==> config.mk <==
export PLATFORM = sky130hd
export DESIGN_NAME = nonadjacent_subsequence_counter_flat
export DESIGN_NICKNAME = d
export VERILOG_FILES = /design/src/rtl/core/nsc_pkg.sv /design/src/rtl/core/nsc_if.sv /design/src/rtl/core/nsc_cfg.sv /design/src/rtl/core/nsc_cell.sv /design/src/rtl/core/nonadjacent_subsequence_counter.sv /design/src/flat_wrapper.sv
export SDC_FILE = /design/constraint.sdc
export NUM_CORES = 2
export LEC_CHECK = 0
export ABC_AREA = 1
export ABC_CLOCK_PERIOD_IN_PS = 3800
export BUFFER_PORTS_ARGS = -buffer_cell sky130_fd_sc_hd__buf_2
export CAP_MARGIN = 10
export CORE_ASPECT_RATIO = 0.9
export CORE_MARGIN = 8
export CORE_UTILIZATION = 40
export DETAILED_ROUTE_END_ITERATION = 8
export SYNTH_ARGS = -nofsm -noshare
export SYNTH_HDL_FRONTEND = slang
export SYNTH_SLANG_ARGS = --single-unit
==> constraint.sdc <==
create_clock -name clk_i -period 3.8 [get_ports clk_i]
set_clock_uncertainty 0.05 [all_clocks]
set_input_delay 0.38 -clock clk_i [delete_from_list [all_inputs] [get_ports clk_i]]
set_output_delay 0.38 -clock clk_i [all_outputs]
set_load 0.01 [all_outputs]
==> src/rtl/core/nsc_pkg.sv <==
// Shared constants, types and register codes of the subsequence counter.
`default_nettype none
package nsc_pkg;

  localparam int unsigned MaxPatternDefault = 8;
  localparam int unsigned ByteW             = 8;
  localparam int unsigned CountW            = 63;
  localparam int unsigned PatternW          = 64;
  localparam int unsigned LenW              = 4;
  localparam int unsigned PDataW            = 64;
  localparam int unsigned PAddrW            = 4;
  localparam int unsigned PatternChars      = PatternW / ByteW;

  localparam logic [CountW-1:0] CountMax = {CountW{1'b1}};
  localparam logic [CountW-1:0] CountOne = CountW'(1);

  typedef enum logic {
    RegPatternBytes  = 1'b0,
    RegPatternLength = 1'b1
  } reg_idx_e;

  typedef struct packed {
    logic step;
    logic clear;
  } cell_ctrl_t;

endpackage
`default_nettype wire

==> src/rtl/core/nsc_if.sv <==
// Stream interfaces for text bytes in and match counts out.
`default_nettype none
interface nsc_text_if;
  logic                       valid;
  logic                       ready;
  logic [nsc_pkg::ByteW-1:0]  text_byte;
  logic                       end_of_text;

  modport source (output valid, text_byte, end_of_text, input ready);
  modport sink   (input valid, text_byte, end_of_text, output ready);
endinterface

interface nsc_count_if;
  logic                       valid;
  logic                       ready;
  logic [nsc_pkg::CountW-1:0] match_count;
  logic                       final_flag;

  modport source (output valid, match_count, final_flag, input ready);
  modport sink   (input valid, match_count, final_flag, output ready);
endinterface
`default_nettype wire

==> src/rtl/core/nsc_cfg.sv <==
// APB register file holding the pattern bytes and pattern length.
`default_nettype none
module nsc_cfg (
  input  wire logic                         clk_i,
  input  wire logic                         rst_ni,
  input  wire logic                         psel,
  input  wire logic                         penable,
  input  wire logic                         pwrite,
  input  wire logic [nsc_pkg::PAddrW-1:0]   paddr,
  input  wire logic [nsc_pkg::PDataW-1:0]   pwdata,
  output logic      [nsc_pkg::PDataW-1:0]   prdata,
  output logic                              pready,
  output logic      [nsc_pkg::PatternW-1:0] pattern_bytes_o,
  output logic      [nsc_pkg::LenW-1:0]     pattern_length_o
);
  import nsc_pkg::*;

  logic [PatternW-1:0] pattern_bytes_q;
  logic [LenW-1:0]     pattern_length_q;
  reg_idx_e            idx;
  logic                wr_en;

  assign idx    = reg_idx_e'(paddr[PAddrW-1]);
  assign wr_en  = psel & penable & pwrite & pready;
  assign pready = 1'b1;

  always_ff @(posedge clk_i or negedge rst_ni) begin
    if (!rst_ni) begin
      pattern_bytes_q  <= '0;
      pattern_length_q <= '0;
    end else if (wr_en) begin
      unique case (idx)
        RegPatternBytes:  pattern_bytes_q  <= pwdata[PatternW-1:0];
        RegPatternLength: pattern_length_q <= pwdata[LenW-1:0];
        default: ;
      endcase
    end
  end

  always_comb begin
    unique case (idx)
      RegPatternBytes:  prdata = PDataW'(pattern_bytes_q);
      RegPatternLength: prdata = PDataW'(pattern_length_q);
      default:          prdata = '0;
    endcase
  end

  assign pattern_bytes_o  = pattern_bytes_q;
  assign pattern_length_o = pattern_length_q;

endmodule
`default_nettype wire

==> src/rtl/core/nsc_cell.sv <==
// One DP cell: counts for one pattern prefix length over the last two bytes.
`default_nettype none
module nsc_cell (
  input  wire logic                       clk_i,
  input  wire logic                       rst_ni,
  input  wire nsc_pkg::cell_ctrl_t        ctrl_i,
  input  wire logic [nsc_pkg::ByteW-1:0]  byte_i,
  input  wire logic [nsc_pkg::ByteW-1:0]  char_i,
  input  wire logic [nsc_pkg::CountW-1:0] left_bp_i,
  output logic      [nsc_pkg::CountW-1:0] next_o,
  output logic      [nsc_pkg::CountW-1:0] bp_o
);
  import nsc_pkg::*;

  logic [CountW-1:0] prev_q, prev_d;
  logic [CountW-1:0] bp_q, bp_d;
  logic [CountW:0]   sum;
  logic [CountW-1:0] sat;

  // saturating add of the left neighbour's count from two bytes back
  assign sum    = {1'b0, prev_q} + {1'b0, left_bp_i};
  assign sat    = sum[CountW] ? CountMax : sum[CountW-1:0];
  assign next_o = (byte_i == char_i) ? sat : prev_q;

  always_comb begin
    prev_d = prev_q;
    bp_d   = bp_q;
    if (ctrl_i.clear) begin
      prev_d = '0;
      bp_d   = '0;
    end else if (ctrl_i.step) begin
      prev_d = next_o;
      bp_d   = prev_q;
    end
  end

  always_ff @(posedge clk_i or negedge rst_ni) begin
    if (!rst_ni) begin
      prev_q <= '0;
      bp_q   <= '0;
    end else begin
      prev_q <= prev_d;
      bp_q   <= bp_d;
    end
  end

  assign bp_o = bp_q;

endmodule
`default_nettype wire

==> src/rtl/core/nonadjacent_subsequence_counter.sv <==
// Top level: counts non-adjacent subsequence matches of a pattern in a byte stream.
//
// Usage:
//   Program pattern_bytes (address 0, first character in the lowest byte) and
//   pattern_length (address 8) over the APB port while the block is idle.
//   Text bytes arrive on text_i; each accepted request yields exactly one
//   result on count_o: the count of ways the pattern occurs in the text so
//   far with no two chosen positions adjacent, saturating at 2^63-1.
//   end_of_text marks the last byte; its result carries final_flag and the
//   counts then restart from the empty text.
// Timing:
//   One byte per cycle while count_o does not stall. Each result is registered
//   in the output register in the cycle after acceptance. The chain of
//   MaxPattern cells updates every entry at once; the path is one 63-bit
//   saturating add per cell and the length-select mux.
// Reset:
//   Clears the pattern registers and all cell counts; no result is pending.
// Stall:
//   While a result waits, a new byte is taken only in the cycle in which
//   count_o.ready takes the waiting one.
`default_nettype none
module nonadjacent_subsequence_counter #(
  parameter int unsigned MaxPattern = nsc_pkg::MaxPatternDefault
) (
  input  wire logic                       clk_i,
  input  wire logic                       rst_ni,
  input  wire logic                       psel,
  input  wire logic                       penable,
  input  wire logic                       pwrite,
  input  wire logic [nsc_pkg::PAddrW-1:0] paddr,
  input  wire logic [nsc_pkg::PDataW-1:0] pwdata,
  output logic      [nsc_pkg::PDataW-1:0] prdata,
  output logic                            pready,
  nsc_text_if.sink                        text_i,
  nsc_count_if.source                     count_o
);
  import nsc_pkg::*;

  localparam int unsigned SelW = $clog2(MaxPattern + 1);

  logic [PatternW-1:0] pattern_bytes;
  logic [LenW-1:0]     pattern_length;
  logic [SelW-1:0]     len_sel;
  cell_ctrl_t          ctrl;
  logic                step;

  logic [CountW-1:0] next_row [MaxPattern+1];
  logic [CountW-1:0] bp_row   [MaxPattern+1];

  logic              out_valid_q;
  logic [CountW-1:0] count_q;
  logic              final_q;

  nsc_cfg u_cfg (
    .clk_i            (clk_i),
    .rst_ni           (rst_ni),
    .psel             (psel),
    .penable          (penable),
    .pwrite           (pwrite),
    .paddr            (paddr),
    .pwdata           (pwdata),
    .prdata           (prdata),
    .pready           (pready),
    .pattern_bytes_o  (pattern_bytes),
    .pattern_length_o (pattern_length)
  );

  assign text_i.ready = !out_valid_q || count_o.ready;
  assign step         = text_i.valid && text_i.ready;
  assign ctrl.step    = step;
  assign ctrl.clear   = step && text_i.end_of_text;

  // empty prefix always counts one
  assign next_row[0] = CountOne;
  assign bp_row[0]   = CountOne;

  for (genvar k = 0; k < MaxPattern; k++) begin : g_cell
    logic [ByteW-1:0] ch;
    if (k < PatternChars) begin : g_char
      assign ch = pattern_bytes[ByteW*k +: ByteW];
    end else begin : g_zero
      assign ch = '0;
    end

    nsc_cell u_cell (
      .clk_i     (clk_i),
      .rst_ni    (rst_ni),
      .ctrl_i    (ctrl),
      .byte_i    (text_i.text_byte),
      .char_i    (ch),
      .left_bp_i (bp_row[k]),
      .next_o    (next_row[k+1]),
      .bp_o      (bp_row[k+1])
    );
  end

  assign len_sel = (32'(pattern_length) > MaxPattern) ? SelW'(MaxPattern)
                                                      : SelW'(pattern_length);

  always_ff @(posedge clk_i or negedge rst_ni) begin
    if (!rst_ni) begin
      out_valid_q <= 1'b0;
    end else if (step) begin
      out_valid_q <= 1'b1;
    end else if (count_o.ready) begin
      out_valid_q <= 1'b0;
    end
  end

  always_ff @(posedge clk_i) begin
    if (step) begin
      count_q <= next_row[len_sel];
      final_q <= text_i.end_of_text;
    end
  end

  assign count_o.valid       = out_valid_q;
  assign count_o.match_count = count_q;
  assign count_o.final_flag  = final_q;

  a_step_gives_result: assert property (@(posedge clk_i) disable iff (!rst_ni)
    step |=> out_valid_q)
    else $error("accepted byte did not produce a result");

  a_last_flags_final: assert property (@(posedge clk_i) disable iff (!rst_ni)
    step && text_i.end_of_text |=> final_q)
    else $error("last byte result not marked final");

  a_last_clears_cells: assert property (@(posedge clk_i) disable iff (!rst_ni)
    step && text_i.end_of_text |=> bp_row[MaxPattern] == '0)
    else $error("cells not cleared after end of text");

  a_empty_pattern_one: assert property (@(posedge clk_i) disable iff (!rst_ni)
    step && len_sel == '0 |=> count_q == CountOne)
    else $error("empty pattern must count one");

endmodule
`default_nettype wire

==> src/flat_wrapper.sv <==
// flat-port wrapper written by rule: the top's interface ports become plain ports
module nonadjacent_subsequence_counter_flat import nsc_pkg::*;
#(
  parameter int unsigned MaxPattern = nsc_pkg::MaxPatternDefault
)
  (clk_i, rst_ni, psel, penable, pwrite, paddr, pwdata, prdata, pready, text_i_valid, text_i_text_byte, text_i_end_of_text, text_i_ready, count_o_valid, count_o_match_count, count_o_final_flag, count_o_ready);
  nsc_text_if text_i_i ();
  nsc_count_if count_o_i ();
  input  wire logic clk_i;
  input  wire logic rst_ni;
  input  wire logic psel;
  input  wire logic penable;
  input  wire logic pwrite;
  input  wire logic [nsc_pkg::PAddrW-1:0] paddr;
  input  wire logic [nsc_pkg::PDataW-1:0] pwdata;
  output logic      [nsc_pkg::PDataW-1:0] prdata;
  output logic pready;
  input wire logic [$bits(text_i_i.valid)-1:0] text_i_valid;
  input wire logic [$bits(text_i_i.text_byte)-1:0] text_i_text_byte;
  input wire logic [$bits(text_i_i.end_of_text)-1:0] text_i_end_of_text;
  output wire logic [$bits(text_i_i.ready)-1:0] text_i_ready;
  output wire logic [$bits(count_o_i.valid)-1:0] count_o_valid;
  output wire logic [$bits(count_o_i.match_count)-1:0] count_o_match_count;
  output wire logic [$bits(count_o_i.final_flag)-1:0] count_o_final_flag;
  input wire logic [$bits(count_o_i.ready)-1:0] count_o_ready;
  assign text_i_i.valid = text_i_valid;
  assign text_i_i.text_byte = text_i_text_byte;
  assign text_i_i.end_of_text = text_i_end_of_text;
  assign text_i_ready = text_i_i.ready;
  assign count_o_valid = count_o_i.valid;
  assign count_o_match_count = count_o_i.match_count;
  assign count_o_final_flag = count_o_i.final_flag;
  assign count_o_i.ready = count_o_ready;
  nonadjacent_subsequence_counter #(.MaxPattern(MaxPattern)) u_core (.clk_i(clk_i), .rst_ni(rst_ni), .psel(psel), .penable(penable), .pwrite(pwrite), .paddr(paddr), .pwdata(pwdata), .prdata(prdata), .pready(pready), .text_i(text_i_i), .count_o(count_o_i));
endmodule
==> out/results.tsv <==
stage	metric	value	unit
die	ios	215	
timing	setup_viol	0	
power	p_leak	56.75	nW
synthesis	postSynthAreaPerCell	6.099	µm²
cts	cts_buffers	144	
placed_design	port_buffers	210	
timing	worst_pin_slew	1.375	ns
worst_setup_path	crit_path_start_kind	flip-flop	
placed_design	hpwlAfterDp	350300	µm
routing	drt_iter0_drc	11112	
cts	clock_sinks	1078	
power	p_per_area	289.3	nW/µm²
worst_setup_path	reg2reg_slack	0.04	ns
placed_design	gp_congestion	1.050	
worst_setup_path	cp_slowest_cell	dfrtp_1	
worst_hold_path	min_delay_path_depth	3	
timing	slew_violations	0	
synthesis	async_reset_ff_frac	0.9406	
worst_setup_path	crit_path_max_incr_delay	0.42	ns
finish	fill_cells	24428	
worst_hold_path	hp-start	paddr[3]	
run	max_cap_viol_count	0	
finish	finalNetCount	16056	
power	power	0.03049	W
global_route	grt_usage	0.3379	
global_route	grt_pass1_wl	615900	µm
finish	area_delta_synth_final	16.07	%
placed_design	preCtsSetupSlack	0.01252	ns
worst_setup_path	critPathArrivalTime	4.27	ns
synthesis	syn-num-nets	15420	
synthesis	ys_seq_area_frac	0.3006	
cts	path_clk_slew	0.06	ns
synthesis	yosys.area.top_type_share	0.2795	
die	fp.dieW	518.2	µm
die	die_h	468.0	µm
global_route	grt_max_degree	207	
synthesis	ys_warn_count	0	
finish	drive_above_1_share	0.07971	
worst_setup_path	crit_path_end_kind	flip-flop	
routing	viasPerCell	5.330	
cts	cts-root-buf	clkbuf_16	
synthesis	netlist_instances	14887	
synthesis	ys_top_cells_by_area	dfrtp_1, nand2_1, inv_1	
worst_setup_path	reg2reg_from	u_core.g_cell[1].u_cell.bp_o[58]$_DFFE_PN0P_	
cts	clock_path_buffers	4	
power	vdd_drop_max	0.0003327	V
worst_setup_path	crit_required	4.31	ns
synthesis	yosysMostFrequentCell	nand2_1	
timing	whs	0.05890	ns
synthesis	yosysTopAreaCell	dfrtp_1	
synthesis	ys.flop_type	dfrtp_1	
timing	fin_crit_sh	0.9899	
die	die-area	242500	µm²
worst_setup_path	r2r-end	u_core.count_o.match_count[56]$_DFFE_PP_	
cts	cts_tree	yes	
cts	h-tree-depth	4	
timing	setup_ws	0.03822	ns
synthesis	synth_edf_count	64	
global_route	antenna_found_initial	16	
routing	drc	0	
die	fp.coreArea	226600	µm²
timing	hold_viol	0	
synthesis	ys_ff_latch	1078	
routing	vias	99432	
worst_setup_path	r2r_cells	22	
routing	ant_nets	0	
timing	fmax	0.2658	GHz
global_route	grt_overflow	0	
worst_setup_path	crit_top_cell	nand2_1	
timing	min_period	3.762	ns
cts	insertion_delay	0.84	ns
outcome	run_status	finished, final reports clean	
synthesis	netlist_area	90800	µm²
worst_setup_path	path_cells	ha_1, nand2_1, inv_1, nand2_1, inv_1, nand2_1, inv_1, nand2_1, nand2_1, a21oi_1, nand2_2, nor2_2, buf_12, buf_4, buf_4, nand3_1, nand2_1, nand2_1, nand3_1, nand2_1, nand2_1, nand3_1	
global_route	first_global_vias	93128	
die	rows	166	
synthesis	synth_top_cells_by_count	nand2_1, inv_1, nand3_1, nor2_1, dfrtp_1	
synthesis	yosysUniqueCellTypes	62	
worst_setup_path	worstSetupPathType	flip-flop to flip-flop	
die	start_util	0.4007	
worst_setup_path	path_max_fanout	13	
routing	wl_per_cell	22.87	µm
worst_hold_path	min_path_type	input pin to flip-flop	
routing	wirelength	426700	µm
timing	slew_headroom	0.07398	
routing	firstDrtPassIters	7	
worst_hold_path	worstHoldEndpoint	u_core.u_cfg.pattern_length_o[0]$_DFFE_PN0P_	
==> cell usage in the layout, fill, tap and decap left out, drive strengths merged, types with 5 or more instances in the layout <==
cell type / instances
nand2: 5448
nand3: 1115
dlygate4sd3: 67
clkbuf: 188
nor2: 1077
xnor2: 161
nor4: 31
ha: 442
fa: 7
a41oi: 7
a21o: 20
or2: 65
and2: 19
bufinv: 8
a211oi: 5
clkinv: 33
and3: 12
dfrtp: 1014
o32ai: 10
buf: 856
nand4: 154
o211ai: 93
inv: 2602
a31oi: 8
o21ai: 1011
xor2: 129
nor3: 119
nand3b: 35
o21bai: 32
clkinvlp: 7
diode: 11
o22ai: 302
a21oi: 461
nor3b: 6
edfxtp: 64
==> flip-flops by register name, indices dropped and copies added (netlist names) <==
name and flops:
u_core.count_o.match_count 63, u_core.g_cell.u_cell.bp_o 441, u_core.g_cell.u_cell.prev_q 504, u_core.u_cfg.pattern_bytes_o 64
u_core.count_o.valid 1, u_core.count_o.final_flag 1, u_core.u_cfg.pattern_length_o 4
==> worst max-delay path, delay by kind of cell, from the launching register on <==
family	cells	cell delay, ns
buffers and inverters	6	0.69
and+or+nand+nor	14	1.79
adders and majority gates	1	0.34
AOI/OAI and AO/OA	1	0.18
DFF	1	0.42
==> routing by layer <==
| metal | GRT usage | up-vias | part of all wire |
|---|---|---|---|
| met5 | 0 | - | 0.00016 |
| met4 | 0.1712 | 10 | 0.062 |
| met3 | 0.06681 | 728 | 0.088 |
| met2 | 0.5201 | 4165 | 0.43 |
| met1 | 0.4520 | 46408 | 0.42 |
| li1 | - | 48121 | - |
==> how the worst max path moves through the flow <==
| stage | start | to | slack, ns | cells after the start |
|---|---|---|---|---|
| final | u_core.g_cell[1].u_cell.bp_o[58]$_DFFE_PN0P_ | u_core.count_o.match_count[56]$_DFFE_PP_ | 0.04 | 22 |
| after global routing | u_core.g_cell[6].u_cell.prev_q[0]$_DFFE_PN0P_ | u_core.count_o.match_count[54]$_DFFE_PP_ | -0.03 | 19 |
| after CTS | u_core.g_cell[3].u_cell.prev_q[14]$_DFFE_PN0P_ | u_core.count_o.match_count[19]$_DFFE_PP_ | 0.005 | 21 |
| after detailed placement | u_core.g_cell[2].u_cell.bp_o[14]$_DFFE_PN0P_ | u_core.count_o.match_count[19]$_DFFE_PP_ | 0.01 | 21 |
| after global placement | u_core.g_cell[3].u_cell.prev_q[6]$_DFFE_PN0P_ | u_core.count_o.match_count[19]$_DFFE_PP_ | 0.02 | 21 |
| after floorplan | u_core.count_o.valid$_DFFE_PN0P_ | u_core.count_o.final_flag$_DFFE_PP_ | 0.29 | 5 |
==> power by group <==
part	switching [W]	total [W]	internal (W)
combinational	0.00325	0.00449	0.00124
sequential	0.000320	0.0123	0.0119
clock	0.00581	0.0137	0.00791
==> timing repair <==
item / 4_1_cts / 5_1_grt
resized for setup: 0 / 66
setup buffers: 0 / 4
hold endpoints to repair: 104 / 0
endpoints found under the setup margin: 0 / 51
hold buffers: 67 / 0
==> stage by stage <==
stage               area, µm²  utilization  instances  setup TNS [ns]
finish                 105400       0.4651      18655               0
floorplan               90800            -      14887               0
global route           105400       0.4650      18645        -0.03921
CTS                    105000       0.4634      18639               0
global placement        99790       0.4404      18329               0
detailed placement      99790       0.4404      18329               0
==> cells by family after synthesis <==
kind of cell | share of synthesized area
buffers and inverters | 0.1285
flip-flops | 0.3006
XOR/XNOR | 0.02797
AO/OA/AOI/OAI | 0.1176
adder cells (fa/ha/maj) | 0.06245
other | 0.00004130
AND/OR/NAND/NOR | 0.3629
==> cell type report <==
cell class	count	area, µm²	area share
clock inverters	56	591.8	0.005616
clock buffers	187	3958	0.03755
flip-flops and latches	1078	27300	0.2591
diodes	11	27.53	0.0002612
repair buffers	924	7799	0.07400
inverters	2594	9757	0.09258
multi-input cells	10781	52170	0.4950
well taps	3024	3784	0.03590
(Power assumes the default switching activity.)
